**config.mk**
```make
export PLATFORM = sky130hd
export DESIGN_NAME = block_chain_allocator_core
export DESIGN_NICKNAME = d
export VERILOG_FILES = /design/src/sv/bca_pkg.sv /design/src/sv/bca_link_ram.sv /design/src/sv/block_chain_allocator_core.sv
export SDC_FILE = /design/constraint.sdc
export NUM_CORES = 2
export LEC_CHECK = 0
export BUFFER_PORTS_ARGS = -buffer_cell sky130_fd_sc_hd__buf_2
export CAP_MARGIN = 20
export CORE_MARGIN = 5
export CORE_UTILIZATION = 63
export DETAILED_ROUTE_END_ITERATION = 7
export PLACE_DENSITY_LB_ADDON = 0.2
export SKIP_LAST_GASP = 1
export SLEW_MARGIN = 20
export SYNTH_ARGS = -nofsm -noshare
export SYNTH_HDL_FRONTEND = slang
export SYNTH_SLANG_ARGS = --single-unit
```
**constraint.sdc**
```tcl
create_clock -name clk_i -period 7.2 [get_ports clk_i]
set_input_delay 0.36 -clock clk_i [delete_from_list [all_inputs] [get_ports clk_i]]
set_output_delay 0.36 -clock clk_i [all_outputs]
set_load 0.01 [all_outputs]
```
**src/sv/bca_pkg.sv**
```systemverilog
`timescale 1ns / 1ps
package bca_pkg;
  localparam int LINK_DEPTH  = 256;
  localparam int NUM_FILES   = 32;
  localparam int BLOCK_BYTES = 512;
  localparam int BW = $clog2(LINK_DEPTH);
  localparam int FW = $clog2(NUM_FILES);
  localparam int OW = $clog2(BLOCK_BYTES);
  localparam int LW = BW + 1;
  localparam int CW = BW + 1;

  // link entry: bit BW set means special; low bit 1 = free, 0 = end
  localparam logic [LW-1:0] LINK_FREE = {1'b1, {(BW-1){1'b1}}, 1'b1};
  localparam logic [LW-1:0] LINK_END  = {1'b1, {(BW-1){1'b1}}, 1'b0};

  typedef enum logic [1:0] {
    ACT_ALLOC  = 2'd0,
    ACT_RESIZE = 2'd1,
    ACT_LOCATE = 2'd2,
    ACT_BAD    = 2'd3
  } action_e;

  typedef enum logic [1:0] {
    ST_OK       = 2'd0,
    ST_NO_FILE  = 2'd1,
    ST_NO_BLOCK = 2'd2,
    ST_INVALID  = 2'd3
  } status_e;

  typedef enum logic [3:0] {
    S_CLEAR, S_IDLE, S_FIRST, S_AFIND, S_RWALK, S_RCNT, S_RFIND, S_REND,
    S_RTAIL, S_LWALK, S_DONE
  } core_state_e;
endpackage

```
**src/sv/bca_link_ram.sv**
```systemverilog
`timescale 1ns / 1ps
module bca_link_ram #(
  parameter int AW = 8,
  parameter int DW = 9
) (
  input  logic          clk_i,
  input  logic          we_i,
  input  logic [AW-1:0] waddr_i,
  input  logic [DW-1:0] wdata_i,
  input  logic [AW-1:0] raddr_i,
  output logic [DW-1:0] rdata_o
);
  logic [DW-1:0] mem [2**AW];

  always_ff @(posedge clk_i) begin
    if (we_i) mem[waddr_i] <= wdata_i;
    rdata_o <= mem[raddr_i];
  end
endmodule

```
**src/sv/block_chain_allocator_core.sv**
```systemverilog
`timescale 1ns / 1ps
// Block chain allocator. Keeps a FAT-style link table (one entry per block:
// free, end of chain, or the next block) and a file table of used flags and
// first blocks, and serves one request word at a time: allocate a file with a
// one-block chain, resize a file's chain to ceil(size / BLOCK_BYTES) blocks
// (at least one), or locate the block and offset holding a byte position.
// Every result word carries a status; an error leaves both tables untouched.
// The link table sits in one synchronous RAM (one write and one read port,
// read data in the cycle after the address) and every search or chain walk
// visits one entry per cycle, so a request takes as long as the entries it
// touches. After reset a clearing pass marks all LINK_DEPTH (256) links free
// with stall_o high. A request that fails its first checks (bad action,
// unused file, position past 256 blocks, no free file) skips the link table
// and goes straight to its result word. stall_o stays high for the whole
// request and while a result word waits under stall_i; the next word is
// taken in the cycle the result leaves.
module block_chain_allocator_core (
  input  logic        clk_i,
  input  logic        rst_ni,
  input  logic        valid_i,
  output logic        stall_o,
  input  logic [1:0]  action_i,
  input  logic [4:0]  file_index_i,
  input  logic [17:0] byte_count_i,
  output logic        valid_o,
  input  logic        stall_i,
  output logic [1:0]  status_o,
  output logic [4:0]  file_result_o,
  output logic [7:0]  block_index_o,
  output logic [8:0]  block_offset_o
);
  import bca_pkg::*;

  core_state_e state_q, state_d;

  logic [NUM_FILES-1:0] used_q, used_d;
  logic [BW-1:0] first_mem [NUM_FILES];
  logic          first_we;
  logic [BW-1:0] first_rd_q;

  logic          we;
  logic [BW-1:0] wa, ra;
  logic [LW-1:0] wd, rd;

  bca_link_ram #(.AW(BW), .DW(LW)) u_ram (
    .clk_i(clk_i), .we_i(we), .waddr_i(wa), .wdata_i(wd),
    .raddr_i(ra), .rdata_o(rd)
  );

  // working registers
  action_e       act_q, act_d;
  logic [FW-1:0] file_q, file_d;
  logic [17:0]   bytes_q, bytes_d;
  logic [BW-1:0] first_q, first_d, cur_q, cur_d, scan_q, scan_d;
  logic [CW-1:0] len_q, len_d, need_q, need_d, cnt_q, cnt_d, steps_q, steps_d;
  logic          ovalid_q, ovalid_d;
  logic [1:0]    ost_q, ost_d;
  logic [FW-1:0] ofile_q, ofile_d;
  logic [BW-1:0] oblk_q, oblk_d;
  logic [OW-1:0] ooff_q, ooff_d;

  // lowest unused file
  logic [FW-1:0] free_file;
  logic          any_free_file;
  always_comb begin
    free_file = '0;
    any_free_file = 1'b0;
    for (int i = NUM_FILES - 1; i >= 0; i--) begin
      if (!used_q[i]) begin
        free_file = FW'(i);
        any_free_file = 1'b1;
      end
    end
  end

  // blocks needed for the new size; anything past the table clamps to one more
  logic [18:0] need_raw;
  logic [CW-1:0] need_c;
  assign need_raw = ({1'b0, byte_count_i} + 19'(BLOCK_BYTES - 1)) >> OW;
  assign need_c = (need_raw == '0) ? CW'(1) :
                  (need_raw > 19'(LINK_DEPTH)) ? CW'(LINK_DEPTH + 1) : CW'(need_raw);

  logic [CW-1:0] cnt_inc, need_gap, len_inc, steps_inc;
  assign cnt_inc   = rd_free ? cnt_q + 1'b1 : cnt_q;
  assign need_gap  = need_q - len_q;
  assign len_inc   = len_q + 1'b1;
  assign steps_inc = steps_q + 1'b1;

  wire rd_free = (rd == LINK_FREE);
  wire rd_end  = (rd == LINK_END);
  wire rd_link = !rd[BW];
  wire scan_last = (scan_q == BW'(LINK_DEPTH - 1));
  wire in_fire = valid_i && !stall_o;
  wire pos_far = (byte_count_i[17:OW] >= 9'(LINK_DEPTH));
  wire pos_hit = (cnt_q == bytes_q[17:OW]);

  assign stall_o = (state_q != S_IDLE) || (ovalid_q && stall_i);

  always_ff @(posedge clk_i) begin
    if (first_we) first_mem[file_q] <= scan_q;
    first_rd_q <= first_mem[file_index_i];
  end

  always_ff @(posedge clk_i or negedge rst_ni) begin
    if (!rst_ni) begin
      state_q <= S_CLEAR;
      used_q <= '0;
      ovalid_q <= 1'b0;
      scan_q <= '0;
    end else begin
      state_q <= state_d;
      used_q <= used_d;
      ovalid_q <= ovalid_d;
      scan_q <= scan_d;
    end
  end

  always_ff @(posedge clk_i) begin
    act_q <= act_d; file_q <= file_d; bytes_q <= bytes_d;
    first_q <= first_d; cur_q <= cur_d; len_q <= len_d; need_q <= need_d;
    cnt_q <= cnt_d; steps_q <= steps_d;
    ost_q <= ost_d; ofile_q <= ofile_d; oblk_q <= oblk_d; ooff_q <= ooff_d;
  end

  // next state
  always_comb begin
    state_d = state_q;
    unique case (state_q)
      S_CLEAR: if (scan_last) state_d = S_IDLE;
      S_IDLE: begin
        if (in_fire) begin
          if (action_i == ACT_ALLOC) state_d = any_free_file ? S_AFIND : S_DONE;
          else if (action_i == ACT_BAD || !used_q[file_index_i]) state_d = S_DONE;
          else if (action_i == ACT_LOCATE && pos_far) state_d = S_DONE;
          else state_d = S_FIRST;
        end
      end
      S_FIRST: state_d = (act_q == ACT_RESIZE) ? S_RWALK : S_LWALK;
      S_AFIND: if (rd_free || scan_last) state_d = S_DONE;
      S_RWALK: begin
        if (rd_free) state_d = S_DONE;
        else if (len_q >= need_q) state_d = rd_link ? S_RTAIL : S_DONE;
        else if (rd_end) state_d = S_RCNT;
        else if (!rd_link || len_q >= CW'(LINK_DEPTH)) state_d = S_DONE;
      end
      S_RCNT: if (scan_last) state_d = (cnt_inc < need_gap) ? S_DONE : S_RFIND;
      S_RFIND: begin
        if (rd_free) begin
          if (len_inc >= need_q) state_d = S_REND;
        end else if (scan_last) begin
          state_d = S_DONE;
        end
      end
      S_REND: state_d = S_DONE;
      S_RTAIL: if (!(rd_link && steps_inc < CW'(LINK_DEPTH))) state_d = S_DONE;
      S_LWALK: if (rd_free || pos_hit || !rd_link) state_d = S_DONE;
      S_DONE: if (!(ovalid_q && stall_i)) state_d = S_IDLE;
      default: state_d = S_IDLE;
    endcase
  end

  // datapath and memory controls
  always_comb begin
    used_d = used_q;
    act_d = act_q; file_d = file_q; bytes_d = bytes_q;
    first_d = first_q; cur_d = cur_q; scan_d = scan_q; len_d = len_q;
    need_d = need_q; cnt_d = cnt_q; steps_d = steps_q;
    ovalid_d = ovalid_q && stall_i;
    ost_d = ost_q; ofile_d = ofile_q; oblk_d = oblk_q; ooff_d = ooff_q;
    we = 1'b0; wa = cur_q; wd = LINK_FREE; ra = cur_q;
    first_we = 1'b0;

    unique case (state_q)
      S_CLEAR: begin
        we = 1'b1; wa = scan_q;
        scan_d = scan_q + 1'b1;
      end
      S_IDLE: begin
        if (in_fire) begin
          act_d = action_e'(action_i); file_d = file_index_i; bytes_d = byte_count_i;
          need_d = need_c; len_d = CW'(1); scan_d = '0; cnt_d = '0;
          steps_d = '0; ra = '0;
          ost_d = ST_INVALID; ofile_d = file_index_i; oblk_d = '0; ooff_d = '0;
          if (action_i == ACT_ALLOC) begin
            ofile_d = '0;
            if (!any_free_file) ost_d = ST_NO_FILE;
            else file_d = free_file;
          end
        end
      end
      S_FIRST: begin
        // first block arrives from the file table; start reading its link
        first_d = first_rd_q; cur_d = first_rd_q; ra = first_rd_q;
      end
      S_AFIND: begin
        // rd holds link[scan_q]
        if (rd_free) begin
          we = 1'b1; wa = scan_q; wd = LINK_END;
          used_d[file_q] = 1'b1;
          first_we = 1'b1;
          ost_d = ST_OK; ofile_d = file_q; oblk_d = scan_q;
        end else if (scan_last) begin
          ost_d = ST_NO_BLOCK;
        end else begin
          scan_d = scan_q + 1'b1; ra = scan_q + 1'b1;
        end
      end
      S_RWALK: begin
        // rd holds link[cur_q]; a free link means a broken chain
        if (rd_free) begin
          ost_d = ST_INVALID;
        end else if (len_q >= need_q) begin
          // cut the chain here and free the tail that hangs off it
          we = 1'b1; wa = cur_q; wd = LINK_END;
          if (rd_link) begin
            cur_d = rd[BW-1:0]; ra = rd[BW-1:0];
          end else begin
            ost_d = ST_OK; oblk_d = first_q;
          end
        end else if (rd_end) begin
          scan_d = '0; cnt_d = '0; ra = '0;
        end else if (rd_link && len_q < CW'(LINK_DEPTH)) begin
          cur_d = rd[BW-1:0]; ra = rd[BW-1:0]; len_d = len_inc;
        end
      end
      S_RCNT: begin
        cnt_d = cnt_inc;
        if (scan_last) begin
          if (cnt_inc < need_gap) ost_d = ST_NO_BLOCK;
          else begin
            scan_d = '0; ra = '0;
          end
        end else begin
          scan_d = scan_q + 1'b1; ra = scan_q + 1'b1;
        end
      end
      S_RFIND: begin
        // link the tail to each free block in turn; the search never steps
        // back, so a block just linked is not seen again
        if (rd_free) begin
          we = 1'b1; wa = cur_q; wd = {1'b0, scan_q};
          cur_d = scan_q; len_d = len_inc;
        end
        scan_d = scan_q + 1'b1; ra = scan_q + 1'b1;
      end
      S_REND: begin
        we = 1'b1; wa = cur_q; wd = LINK_END;
        ost_d = ST_OK; oblk_d = first_q;
      end
      S_RTAIL: begin
        we = 1'b1; wa = cur_q; wd = LINK_FREE;
        steps_d = steps_inc;
        if (rd_link && steps_inc < CW'(LINK_DEPTH)) begin
          cur_d = rd[BW-1:0]; ra = rd[BW-1:0];
        end else begin
          ost_d = ST_OK; oblk_d = first_q;
        end
      end
      S_LWALK: begin
        if (!rd_free) begin
          if (pos_hit) begin
            ost_d = ST_OK; oblk_d = cur_q; ooff_d = bytes_q[OW-1:0];
          end else if (rd_link) begin
            cur_d = rd[BW-1:0]; ra = rd[BW-1:0]; cnt_d = cnt_q + 1'b1;
          end
        end
      end
      S_DONE: begin
        if (!(ovalid_q && stall_i)) ovalid_d = 1'b1;
      end
      default: ;
    endcase
  end

  assign valid_o = ovalid_q;
  assign status_o = ost_q;
  assign file_result_o = ofile_q;
  assign block_index_o = oblk_q;
  assign block_offset_o = ooff_q;

  a_out_hold: assert property (@(posedge clk_i) disable iff (!rst_ni)
    valid_o && stall_i |=> valid_o && $stable(status_o))
    else $error("result word changed under stall");
  a_no_accept_busy: assert property (@(posedge clk_i) disable iff (!rst_ni)
    state_q != S_IDLE |-> stall_o)
    else $error("word accepted while busy");
  a_clear_once: assert property (@(posedge clk_i) disable iff (!rst_ni)
    state_q == S_CLEAR |-> !valid_o)
    else $error("result during clearing pass");
endmodule
```
==> After elaboration in Yosys (flattened, before gate mapping) <==
Memory sizes are Yosys's and may differ from the RTL's. A register that Yosys moved wholly into a read port is not among the register bits.
Index checks and enable logic that the tools add are counted.
{ "word_totals": {"output_inout_bits": 26, "mem_count": 2, "inputBits": 29, "latch_bits": 0, "ram_bits": 2560, "rom_bits": 0, "ff_bits": 146} }
{ "op_classes": {"multipliers": 0, "n_shift": 0, "n_bitwise": 1, "order_cmp": 11, "reduce_logical": 43, "eq_ne": 49, "add_sub_neg": 6, "n_mux": 183, "n_div": 0} }
{ "mem_list": {"columns": ["memory", "words", "word_bits", "rd", "rd_ports_with_merged_regs", "wr", "line_no", "rtl"], "rows": [
  ["u_ram.mem", 256, 9, 1, 1, 1, "bca_link_ram.sv:13", "logic [DW-1:0] mem [2**AW];"],
  ["first_mem", 32, 8, 1, 1, 1, "block_chain_allocator_core.sv:37", "logic [BW-1:0] first_mem [NUM_FILES];"]
]} }
{ "op_table": {"columns": ["cell", "count"], "rows": [
  ["$mux 8", 32],
  ["$mux 5", 37],
  ["$mux 9", 18],
  ["$mux 4", 20],
  ["$pmux 8 s5", 2],
  ["$pmux 9 s4", 2],
  ["$pmux 8 s8", 1],
  ["$pmux 8 s6", 1],
  ["$mux 1", 46],
  ["$ne 2x2->1 const B", 22],
  ["$pmux 4 s11", 1],
  ["$pmux 9 s2", 2],
  ["$or 32x32->32", 1],
  ["$mux 2", 14],
  ["$add 9x1->9 const B", 3],
  ["$pmux 9 s3", 1],
  ["$reduce_and 10->1", 2],
  ["$add 18x9->19 const B", 1],
  ["$logic_not 19->1", 1],
  ["$eq 9x9->1 const B", 2],
  ["$ge 9x9->1", 2],
  ["$ge 9x9->1 const B", 2],
  ["$lt 9x9->1 const B", 2],
  ["$ne 3x3->1 const B", 6],
  ["43 further kinds", 72]
]} }

==> Depth between registers and ports, before layout <==
{ "depth": {"ltp_word": 36, "depth_mapped": 28, "ltp_nobuf": 23} }

==> Cells and area by module <==
A second synthesis with hierarchy kept.
{ "unflattened": {"hier_cells": 5637, "area_unflattened_um2": 108809.4} }
{ "by_module_without_submodules": {"columns": ["module", "area_per_inst_um2", "cells_per_inst", "instances"], "rows": [
  ["bca_link_ram", 89278.1, 4237, 1],
  ["block_chain_allocator_core", 19531.2, 1400, 1]
]} }

==> Worst setup path after synthesis <==
No wires, ideal clock.
{ "synth_path": {"path_type": "register to register", "startpoint": "reg len_q[2]", "endpoint": "mem u_ram.mem[0][0] (data pin)", "setup_slack_ps": 1591, "setup_time_ps": 830, "n_path_buf": 0, "path_stages_with_launch": 9, "t_arrival_ps": 4779, "cell_sequence": "edfxtp_1 -> inv_1 -> ha_1 -> o211ai_1 -> a21o_1 -> a21o_1 -> a21oi_1 -> and2_1 -> or3_1"} }
{ "synth_between": {"elab_chain_len": 4} }
{ "synth_rtl": {"columns": ["element", "line_no", "rtl"], "rows": [
  ["start: declaration", "block_chain_allocator_core.sv:55", "logic [CW-1:0] len_q, len_d, need_q, need_d, cnt_q, cnt_d, steps_q, steps_d;"],
  ["start signal: assignment", "block_chain_allocator_core.sv:120", "first_q <= first_d; cur_q <= cur_d; len_q <= len_d; need_q <= need_d;"],
  ["$ge 9x9->1", "block_chain_allocator_core.sv:212", "end else if (len_q >= need_q) begin"],
  ["$mux 1", "block_chain_allocator_core.sv:212", null],
  ["$mux 1", "block_chain_allocator_core.sv:210", "if (rd_free) begin"],
  ["$pmux 9 s4", "block_chain_allocator_core.sv:173", "unique case (state_q)"],
  ["named net u_ram.wdata_i[0]", "bca_link_ram.sv:9", "input logic [DW-1:0] wdata_i,"],
  ["end: declaration", "bca_link_ram.sv:13", null]
]} }
The timed path passes the listed nets, and every way through them passes these cells.

==> Worst setup path after layout <==
{ "layout_path": {"startpoint": "reg need_q[0]", "endpoint": "reg u_ram.rdata_o[1], read port of u_ram.mem"} }
{ "layout_between": {"elab_chain_len": 5} }
{ "layout_rtl": {"columns": ["element", "line_no", "rtl"], "rows": [
  ["start: declaration", "block_chain_allocator_core.sv:55", null],
  ["start signal: assignment", "block_chain_allocator_core.sv:120", null],
  ["$sub 9x9->9", "block_chain_allocator_core.sv:85", "assign need_gap = need_q - len_q;"],
  ["$lt 9x9->1", "block_chain_allocator_core.sv:229", "if (cnt_inc < need_gap) ost_d = ST_NO_BLOCK;"],
  ["$mux 8", "block_chain_allocator_core.sv:229", null],
  ["$mux 8", "block_chain_allocator_core.sv:228", "if (scan_last) begin"],
  ["$pmux 8 s8 *", "block_chain_allocator_core.sv:173", null],
  ["end: declaration", "bca_link_ram.sv:11", "output logic [DW-1:0] rdata_o"]
]} }
Every way passes the cells marked *; elsewhere a longest branch is shown, timed or not.
A chain may end at the register's enable or synchronous reset.

==> results by group <==
Power and ir drop
  – Max VDD drop: 0.000695 V
  – Leak: 0.0459 µW
  – Power per cell area: 490 nW/µm²

Place
  – Port bufs: 54
  – Final GP Congestion: 0.921
  – Dpl hpwl: 173,000 µm

Worst setup path
  – CP max FO: 71
  – R2R Setup Slk: 0.21 ns
  – Startpoint types: flop
  – Worst endpoint required time: 8.01 ns
  – Critical path class: reg2reg
  – Worst Setup End Kind: flop
  – Arrival @ worst endpoint: 7.80 ns

Run status
  – Failing checks: DRC, slew limit
  – Status: complete, but fails checks

GRT
  – Grt total ovfl: 0
  – Largest net degree at the start of global routing: 198
  – Number of global-route vias before repair: 67,700
  – Antenna violations before repair: 11
  – First-pass GRT wire length: 436,000 µm
  – Gr usage total: 31.2%

Timing
  – # setup viols final: 0
  – Final Hold Fails: 0
  – Slew HR: -4.42%
  – Final Critical Period: 6.99 ns
  – Fin Setup TNS: 0 ns
  – Final clock skew: 0.0431 ns
  – Final period util: 97.1%
  – Count of pins over their slew limit: 54
  – F_max: 143 MHz
  – Worst-Margin Slew: 1.57 ns

Synth
  – Syn Nets: 8,377
  – Top post-synthesis cells by area: edfxtp_1, nand2_1, mux2i_1
  – Warnings, synthesis: 0
  – Library cells used by synthesis: 100
  – Synth Register Bits: 2,723
  – EDFF count, synth: 2,661
  – Synth cell count leaders: edfxtp_1, nand2_1, nand3_1
  – Most numerous cell in the Yosys netlist: edfxtp_1
  – Post-synth ARST share: 1.65%
  – Post-synth top flop: edfxtp_1
  – Top cell type's share of synthesized area: 71.2%
  – Mapped Avg Cell Area: 13.5 µm²
  – Gate Count Post-Synth: 8,317
  – Post-synthesis sequential area ratio: 72.5%
  – Post-Syn Area: 112,000 µm²
  – Synth area leader: edfxtp_1

CTS
  – Htree depth: 5
  – CTS Buffer Depth: 4
  – CTS Sinks: 2,723
  – Root buf cell: clkbuf_16
  – Total CTS buffers: 286
  – Clk Latency, worst-skew pair: 0.93 ns
  – TritonCTS clock tree: built
  – Clock-pin slew on the worst setup and hold paths: 0.06 ns

Drt
  – Vias after detailed routing: 70,800
  – 1st-pass router iterations: 8
  – Vias/cell: 6.48
  – Mean routed wirelength per cell: 26.9 µm
  – Final WL: 294,000 µm
  – Antenna Nets Post-Route: 0
  – DR DRC count: 6
  – Starting DRC count in detailed routing: 10,000

Final layout
  – Register Area: 81,400 µm²
  – Layout cells sized above 1: 9.92%
  – Synth-to-Final Area Change: 10.8%
  – Nets: 8,422
  – Post-layout utilization of the core: 70.0%
  – FILL cells: 11,600
  – Area of the multi-input gates: 28,500 µm²

Floorplan
  – Die ar.: 187,000 µm²
  – Die Width: 432 µm
  – Core area: 178,000 µm²
  – Die outline height: 432 µm
  – Row count: 155
  – Ports: 55
  – Initial Util: 63.1%

Run
  – # Max-Cap Violations: 0

Hold path
  – Hold WC Path Type: in2async
## per-layer routing
layer	track usage [%]	wire, µm
met5	0	27
met4	13.3	13300
met3	6.62	30800
met2	48.4	138000
met1	43.8	112000
## registers in the layout, indices dropped and copies added (netlist names)
register,count
act_q,2
block_index_o,8
block_offset_o,9
bytes_q,18
cnt_q,9
cur_q,8
file_q,5
file_result_o,5
first_mem,256
first_q,8
first_rd_q,8
len_q,9
need_q,9
scan_q,8
state_q,4
status_o,2
steps_q,9
u_ram.mem,2304
u_ram.rdata_o,9
used_q,32
valid_o,1
## through the flow
stage | cells | total power [µW] | hold WS, ns | setup WS (ns) | instance area, µm²
final | 10900 | 60900 | 0.0575 | 0.211 | 124000
after global routing | 10900 | 63000 | 0.101 | -0.00900 | 124000
after CTS | 10900 | 60000 | 0.102 | 0.0253 | 124000
after detailed placement | 10400 | 46200 | 0.492 | -0.0331 | 115000
after global placement | 10400 | 45900 | 0.477 | -0.0218 | 115000
after floorplan | 8317 | 35700 | 0.0644 | 1.59 | 112000
## power breakdown
part           switching [µW]  leakage, µW  internal, µW
Sequential                339       0.0305         17800
Combinational           20400       0.0112          8440
Clock                    5810      0.00424          8080
Total                   26500       0.0459         34400
## timing repair
action                                 in CTS  in global routing
setup endpoints to repair                   2                  8
resized for setup                           2                 22
endpoints found under the hold margin      87                  0
hold buffers                               23                  0
buffers inserted                            0                  4
pin swaps                                   0                  2
## layout make-up
| class | count | share of cell area, % |
|---|---|---|
| Inverter | 49 | 0.154 |
| Multi-Input combinational cell | 5020 | 22.9 |
| Sequential cell | 2723 | 65.4 |
| Antenna cell | 6 | 0.0121 |
| Clock inverter | 139 | 0.886 |
| Timing Repair Buffer | 282 | 2.20 |
| Tap cell | 2355 | 2.37 |
| Clock buffer | 347 | 6.08 |
## worst paths after layout
check,from,endpoint,cells after the start
hold reg to reg,first_rd_q[7]$_DFF_P_,first_q[7]$_DFFE_PN_,0
setup reg to reg,need_q[0]$_SDFFCE_PP1P_,u_ram.rdata_o[1]$_DFF_P_,27
max in group asynchronous,rst_ni,used_q[26]$_DFFE_PN0P_,2
hold / removal,rst_ni,state_q[0]$_DFFE_PN0P_,2
min in group clk_i,file_index_i[3],file_result_o[3]$_DFFE_PP_,3
setup / recovery,need_q[0]$_SDFFCE_PP1P_,u_ram.rdata_o[1]$_DFF_P_,27
## critical path: stages, from the launching register on
cell and delay (ns):
edfxtp_1 0.42, inv_1 0.08, ha_1 0.16, inv_1 0.06, fa_1 0.41, a21o_1 0.17
a21oi_1 0.28, o31ai_1 0.13, a21oi_1 0.22, xor2_1 0.20, ha_1 0.27, nand3_1 0.16
nor2_1 0.08, a221o_1 0.40, a2111oi_4 0.32, buf_4 0.25, o31a_1 0.24, a211o_4 0.30
buf_12 0.19, buf_12 0.16, buf_16 0.27, nand2_1 0.09, and3_1 0.18, a31oi_1 0.19
o22ai_1 0.17, or4_1 0.70, a21oi_2 0.36, and3_1 0.35
## cells by family after synthesis
family,synth area share [%]
simple gates,13.6
flops,72.5
compound gates,5.41
buf+inv,2.47
mux,5.35
xor+xnor,0.382
fa+ha+maj,0.352
## layout by cell type, fill, tap and decap left out, types with 48 or more instances in the layout
| master | synthesis | layout |
|---|---|---|
| a31oi_1 | 177 | 177 |
| clkinv_1 | 0 | 67 |
| o21ai_0 | 86 | 84 |
| nor2_1 | 419 | 418 |
| a21oi_1 | 240 | 230 |
| mux4_2 | 90 | 90 |
| and3_1 | 184 | 184 |
| a311oi_1 | 48 | 48 |
| nand2_1 | 2034 | 2019 |
| buf_12 | 0 | 49 |
| clkbuf_16 | 0 | 293 |
| buf_4 | 57 | 153 |
| nand3_1 | 634 | 633 |
| o22ai_1 | 148 | 147 |
| mux2i_1 | 384 | 384 |
| buf_2 | 227 | 52 |
| edfxtp_1 | 2661 | 2661 |
| clkbuf_1 | 183 | 51 |
Note: power is estimated with default switching activity, not from simulation.
